===== src/hvn_pkg.sv =====
`timescale 1ns / 1ps
// Shared widths, types and limits of the heightmap vertex normal core.
package hvn_pkg;

    localparam int MAX_SIDE = 1024;
    localparam int MIN_SIDE = 2;
    localparam int IDX_W    = $clog2(MAX_SIDE);
    localparam int SIDE_W   = 11;
    localparam int H_W      = 16;
    localparam int N_W      = 18;
    localparam int Y_W      = 3;
    localparam int SIDE_RESET = 257;

    typedef logic signed [H_W-1:0] height_t;
    typedef logic signed [N_W-1:0] comp_t;
    typedef logic [Y_W-1:0]        ycount_t;
    typedef logic [IDX_W-1:0]      idx_t;
    typedef logic [SIDE_W-1:0]     side_t;

    typedef struct packed {
        height_t hu;
        height_t hl;
        height_t h;
        height_t hr;
        height_t hd;
        idx_t    vr;
        idx_t    vc;
    } stencil_t;

    typedef struct packed {
        comp_t   x;
        ycount_t y;
        comp_t   z;
        logic    frame_end;
    } normal_t;

endpackage


===== src/hvn_stencil.sv =====
`timescale 1ns / 1ps
// Quadrant cross-product sum for one vertex and its four neighbor heights.
module hvn_stencil (
    input  hvn_pkg::side_t    side,
    input  hvn_pkg::stencil_t st,
    output hvn_pkg::normal_t  nrm
);

    hvn_pkg::side_t   vr_ext;
    hvn_pkg::side_t   vc_ext;
    logic             up;
    logic             down;
    logic             left;
    logic             right;
    hvn_pkg::comp_t   a;
    hvn_pkg::comp_t   b;
    hvn_pkg::comp_t   l;
    hvn_pkg::comp_t   r;
    hvn_pkg::comp_t   x;
    hvn_pkg::comp_t   z;
    hvn_pkg::ycount_t y;

    always_comb
    begin
        vr_ext = {1'b0, st.vr};
        vc_ext = {1'b0, st.vc};
        up     = (st.vr != '0);
        left   = (st.vc != '0);
        down   = ((vr_ext + hvn_pkg::side_t'(1)) < side);
        right  = ((vc_ext + hvn_pkg::side_t'(1)) < side);

        a = hvn_pkg::comp_t'($signed(st.hu)) - hvn_pkg::comp_t'($signed(st.h));
        b = hvn_pkg::comp_t'($signed(st.hd)) - hvn_pkg::comp_t'($signed(st.h));
        l = hvn_pkg::comp_t'($signed(st.hl)) - hvn_pkg::comp_t'($signed(st.h));
        r = hvn_pkg::comp_t'($signed(st.hr)) - hvn_pkg::comp_t'($signed(st.h));

        x = '0;
        z = '0;
        if (up && left)
        begin
            x = x + l;
            z = z + a;
        end
        if (left && down)
        begin
            x = x + l;
            z = z - b;
        end
        if (down && right)
        begin
            x = x - r;
            z = z - b;
        end
        if (right && up)
        begin
            x = x - r;
            z = z + a;
        end

        y = hvn_pkg::ycount_t'(up && left) + hvn_pkg::ycount_t'(left && down)
          + hvn_pkg::ycount_t'(down && right) + hvn_pkg::ycount_t'(right && up);

        nrm.x         = x;
        nrm.y         = y;
        nrm.z         = z;
        nrm.frame_end = ((vr_ext + hvn_pkg::side_t'(1)) == side)
                     && ((vc_ext + hvn_pkg::side_t'(1)) == side);
    end

endmodule


===== config.mk =====
export PLATFORM = sky130hd
export DESIGN_NAME = hvn_stencil
export DESIGN_NICKNAME = d
export VERILOG_FILES = /design/src/hvn_pkg.sv /design/src/hvn_stencil.sv
export SDC_FILE = /design/constraint.sdc
export NUM_CORES = 1
export LEC_CHECK = 0
export ABC_AREA = 1
export ABC_CLOCK_PERIOD_IN_PS = 15400
export BUFFER_PORTS_ARGS = -buffer_cell sky130_fd_sc_hd__buf_2
export CAP_MARGIN = 25
export CELL_PAD_IN_SITES_DETAIL_PLACEMENT = 1
export CELL_PAD_IN_SITES_GLOBAL_PLACEMENT = 2
export CORE_MARGIN = 4
export CORE_UTILIZATION = 28
export DETAILED_ROUTE_END_ITERATION = 10
export GPL_ROUTABILITY_DRIVEN = 0
export GPL_TIMING_DRIVEN = 0
export PLACE_DENSITY_LB_ADDON = 0.05
export SLEW_MARGIN = 15
export SYNTH_ARGS = -nofsm -noshare
export SYNTH_HDL_FRONTEND = slang
export SYNTH_SLANG_ARGS = --single-unit
export TNS_END_PERCENT = 5

===== constraint.sdc =====
create_clock -name vclk -period 15.4
set_input_delay 4.62 -clock vclk [all_inputs]
set_output_delay 4.62 -clock vclk [all_outputs]
set_load 0.03 [all_outputs]

==> Word level (Yosys, flattened, before mapping) <==
Index checks and enable logic that the tools add are counted.
{ "op_classes": {"addsub": 15, "order_cmp": 2, "eq_ne": 2, "mux": 8, "n_reduce_logical": 7} }
{ "ops": {"columns": ["op", "count"], "rows": [
  ["18-bit two-way mux", 8],
  ["18-bit by 17-bit subtractor with 18-bit output", 4],
  ["16-bit by 16-bit subtractor with 17-bit output", 4],
  ["18-bit by 17-bit adder with 18-bit output", 2],
  ["10-bit by 1-bit adder with 11-bit output (second input constant)", 2],
  ["11-bit equality test", 2],
  ["11-bit less-than comparator", 2],
  ["10-bit nonzero test", 2],
  ["1-bit logical AND", 5],
  ["2-bit by 1-bit adder with 3-bit output", 1],
  ["3-bit by 1-bit adder with 3-bit output", 1],
  ["1-bit by 1-bit adder with 2-bit output", 1]
]} }
{ "word_totals": {"reg_bits": 0, "in_bits": 111, "out_inout_bits": 40, "elab_cells": 34} }

==> Longest topological paths before layout <==
{ "depth": {"word_depth": 9, "depth_mapped": 53, "depth_no_buf": 52} }

==> Least setup slack after synthesis <==
No wires, ideal clock.
{ "synth_path": {"path_type": "in2out", "start": "input port st[11] (netlist bit)", "end": "output port nrm[18] (netlist bit)", "t_arrival_ns": 10.720, "required_time_ns": 10.780, "setup_slack_ns": 0.060, "path_stages": 52, "n_path_buf": 1, "path_cell_list": "inv_1 nor3_1 nand3_1 nor2_1 nand4_1 xor2_1 inv_1 ha_1 nand2_1 nor2_1 nand3_1 and2_2 inv_2 nor2_1 inv_2 clkbuf_1 nor2_1 nor2_1 (+16 left out) nand2_4 nand2_2 nand3b_1 nand2_1 nand2_1 and2_1 ha_1 inv_1 nor4_1 nand2_1 o311ai_0 o21ai_0 a31oi_1 nand3b_1 nand2_1 inv_1 nand4_1 nand2_1"} }
{ "synth_lines": {"columns": ["item", "line", "text"], "rows": [
  ["start, declared", "hvn_stencil.sv:5", "input hvn_pkg::stencil_t st,"],
  ["end, declared", "hvn_stencil.sv:6", "output hvn_pkg::normal_t nrm"]
]} }

==> flow_metrics.py <==
metrics = {
    "outcome": {
        "status": "finished with violations",
        "violations": "setup timing",
    },
    "die": {
        "row_count": 65,
        "fp.dieH_um": 188.4,
        "die-area_mm2": 0.03548,
        "core_mm2": 0.03180,
        "die_x_um": 188.4,
        "io_pins": 151,
        "start_util_pct": 28.64,
    },
    "setup_path": {
        "cpMostUsedCell": "nand2_1",
        "crit_arrival_ns": 10.95,
        "worstPathRequired_ns": 10.78,
        "endpoint_kind": "output pin",
        "critPathLaunch": "st[12]",
        "start_kind": "primary input",
        "worst_path_largest_cell_delay_ns": 0.33,
        "worstSetupPathType": "in2out",
        "cpMaxStageDelayCell": "o311ai_4",
        "crit_end": "nrm[18]",
        "worst-path-max-fanout": 10,
    },
    "detailed_routing": {
        "drt-total-wl_um": 39470,
        "drt_iter0_markers": 260,
        "antenna_left": 0,
        "vias": 10950,
        "drc": 0,
        "wire_per_inst_um": 17.69,
        "first_pass_iters": 4,
        "via_per_inst": 4.909,
    },
    "logic_synthesis": {
        "ys_seq_area_share_pct": 0,
        "syn_area_mm2": 0.009109,
        "syn_avg_cell_area_um2": 5.953,
        "synth_cell_types": 53,
        "syn-instance-count": 1530,
        "yosysWarnings": 0,
        "syn_nets": 1829,
    },
    "timing": {
        "tightest_slew_ns": 1.036,
        "rsz0062_at_grt": "yes",
        "fmax_mhz": 64.24,
        "hold-worst-slack_ns": 9.965,
        "finalHoldViolCount": 0,
        "slew_headroom_pct": 30.96,
        "min_period_over_period_pct": 101.1,
        "setup_viol_count_final": 2,
        "period_minus_slack_ns": 15.57,
        "final.setup.worst_slack_ns": -0.1668,
        "drv_slew": 0,
    },
    "grt": {
        "grt_pass1_wl_um": 60500,
        "grt_max_degree": 11,
        "grt_pass1_vias": 11500,
        "antenna_found_initial": 3,
        "overflow": 0,
        "grt_use_total_pct": 21.14,
    },
    "min_path": {
        "hp-class": "in2out",
    },
    "placement": {
        "dp_hpwl_um": 33110,
        "port_buffers": 151,
    },
    "cells_and_area": {
        "drive_gt1_share_pct": 27.98,
        "clockBufferCount": 0,
        "layout.area.seq_um2": 0,
        "nFillCells": 4164,
        "numSequentialCells": 0,
        "area.growth.synth_to_final_pct": 35.44,
        "final_nets": 2095,
    },
    "job": {
        "drv_cap": 0,
    },
    "power": {
        "power_mw": 2.585,
        "power_density_mw_per_mm2": 209.5,
        "irDropWorstVdd_uv": 140.1,
        "power.leakage_nw": 6.357,
    },
}
## cells by family (layout without fill, tap and decap cells)
| logic type | after synthesis | after routing | share of synthesized area (%) |
|---|---|---|---|
| AO/OA/AOI/OAI | 346 | 346 | 21.50 |
| AND/OR/NAND/NOR | 635 | 635 | 30.27 |
| adder cells (fa/ha/maj) | 188 | 188 | 26.65 |
| other | 0 | 2 | 0 |
| buffers and inverters | 243 | 507 | 10.22 |
| XOR/XNOR | 117 | 117 | 11.25 |
| multiplexers | 1 | 1 | 0.1099 |
## through the flow
stage | cells | TNS, ns | setup WS, ns | util (%) | instance area [um2]
2_1_floorplan | 1530 | 0 | 0.05980 | - | 9109
3_5_place_dp | 2116 | -21.31 | -2.662 | 32.73 | 10410
6_report | 2231 | -0.2240 | -0.1668 | 38.80 | 12340
4_1_cts | 2203 | -1.025 | -0.3502 | 36.56 | 11620
3_3_place_gp | 2116 | -18.07 | -2.554 | 32.73 | 10410
5_1_grt | 2230 | -3.103 | -0.6993 | 38.79 | 12330
## routing by layer
metal,GRT usage [%],up-vias,wire (um)
li1,-,5652,-
met1,27.16,5188,17770
met2,40.92,95,20580
met3,0.3705,16,715
met4,1.906,0,412
met5,0,-,0
## placed cells by master (no fill, tap or decap), types with 8 or more instances in the layout
cell type  count
o21ai_0       70
nor2_2        13
xnor2_1       37
ha_2          11
buf_4        114
xor2_1        66
o21ai_2       21
a21oi_2       21
xor2_2         9
nor2_1        91
nand3_1       62
buf_2        148
inv_1        197
nand4_1       17
ha_4          18
o21bai_1      11
o21ai_1       29
nand2_2       23
a21oi_1      127
nor3_1        15
nand3_2       14
inv_2         14
nor2_4         8
nand2_1      351
ha_1         149
## worst min-delay path by stage
stage                 start  endpoint  cells past startpoint
floorplan           side[1]    nrm[0]                      4
global placement    side[1]    nrm[0]                      6
detailed placement  side[3]    nrm[0]                      6
CTS                 side[3]    nrm[0]                      6
global route         st[10]    nrm[0]                      7
finish               st[10]    nrm[0]                      7
## what timing repair did
item,CTS,global route
pin swaps,79,79
hold buffers,0,0
gates resized for setup,141,118
endpoints found under the setup margin,27,14
setup buffers,87,26
## power by group
part | total, mW | switching [mW] | internal, mW | leakage [nW]
Clock | 0.0000000158 | 0 | 0.0000000158 | 0.0000120
Sequential | 0 | 0 | 0 | 0
Combinational | 2.58 | 1.56 | 1.03 | 6.36
## critical path: cells and delay by family
kind	cells	cell delay (ns)
compound gates	8	1.32
xor+xnor	1	0.16
fa+ha+maj	3	0.84
buf+inv	12	1.16
simple gates	25	2.83
## synthesized netlist by cell type (2+ instances only)
master,n,area [um2]
nand3_1,70,350.3
inv_1,218,818.3
nor4_1,7,43.79
o31ai_1,8,60.06
o21ai_1,22,110.1
fa_1,10,200.2
or2_1,3,18.77
a21o_1,2,15.01
o2111ai_1,2,17.52
nand3_2,8,80.08
and2_1,3,18.77
o22ai_1,7,43.79
clkbuf_1,11,41.29
a21boi_0,2,15.01
o21a_1,3,22.52
o21ai_2,9,78.83
ha_1,178,2227
inv_2,4,15.01
buf_2,6,30.03
nand2_1,363,1363
or2_2,6,37.54
o211ai_1,3,22.52
nor2_2,5,31.28
a21oi_2,2,17.52
o311ai_0,3,26.28
nand4_1,17,106.4
o21ai_0,91,455.4
o21bai_1,15,112.6
a211oi_1,6,45.04
xnor2_1,42,367.9
a31oi_1,9,56.30
xor2_1,75,656.9
nand2_4,4,45.04
nand2_2,13,81.33
nand3b_1,7,52.55
a21boi_1,7,52.55
clkinv_1,2,7.510
a21oi_1,148,740.7
nor3_1,20,100.1
nor2_1,106,397.9
## area by class of cell
cell class                      instances  area [um2]  area share, %
Multi-Input combinational cell       1287        9115          73.88
Timing Repair Buffer                  264        1658          13.44
Inverter                              224       879.6          7.130
Tap cell                              435       544.3          4.412
Buffer                                 19       135.1          1.095
Antenna cell                            2       5.005        0.04057
(Power assumes the default switching activity.)
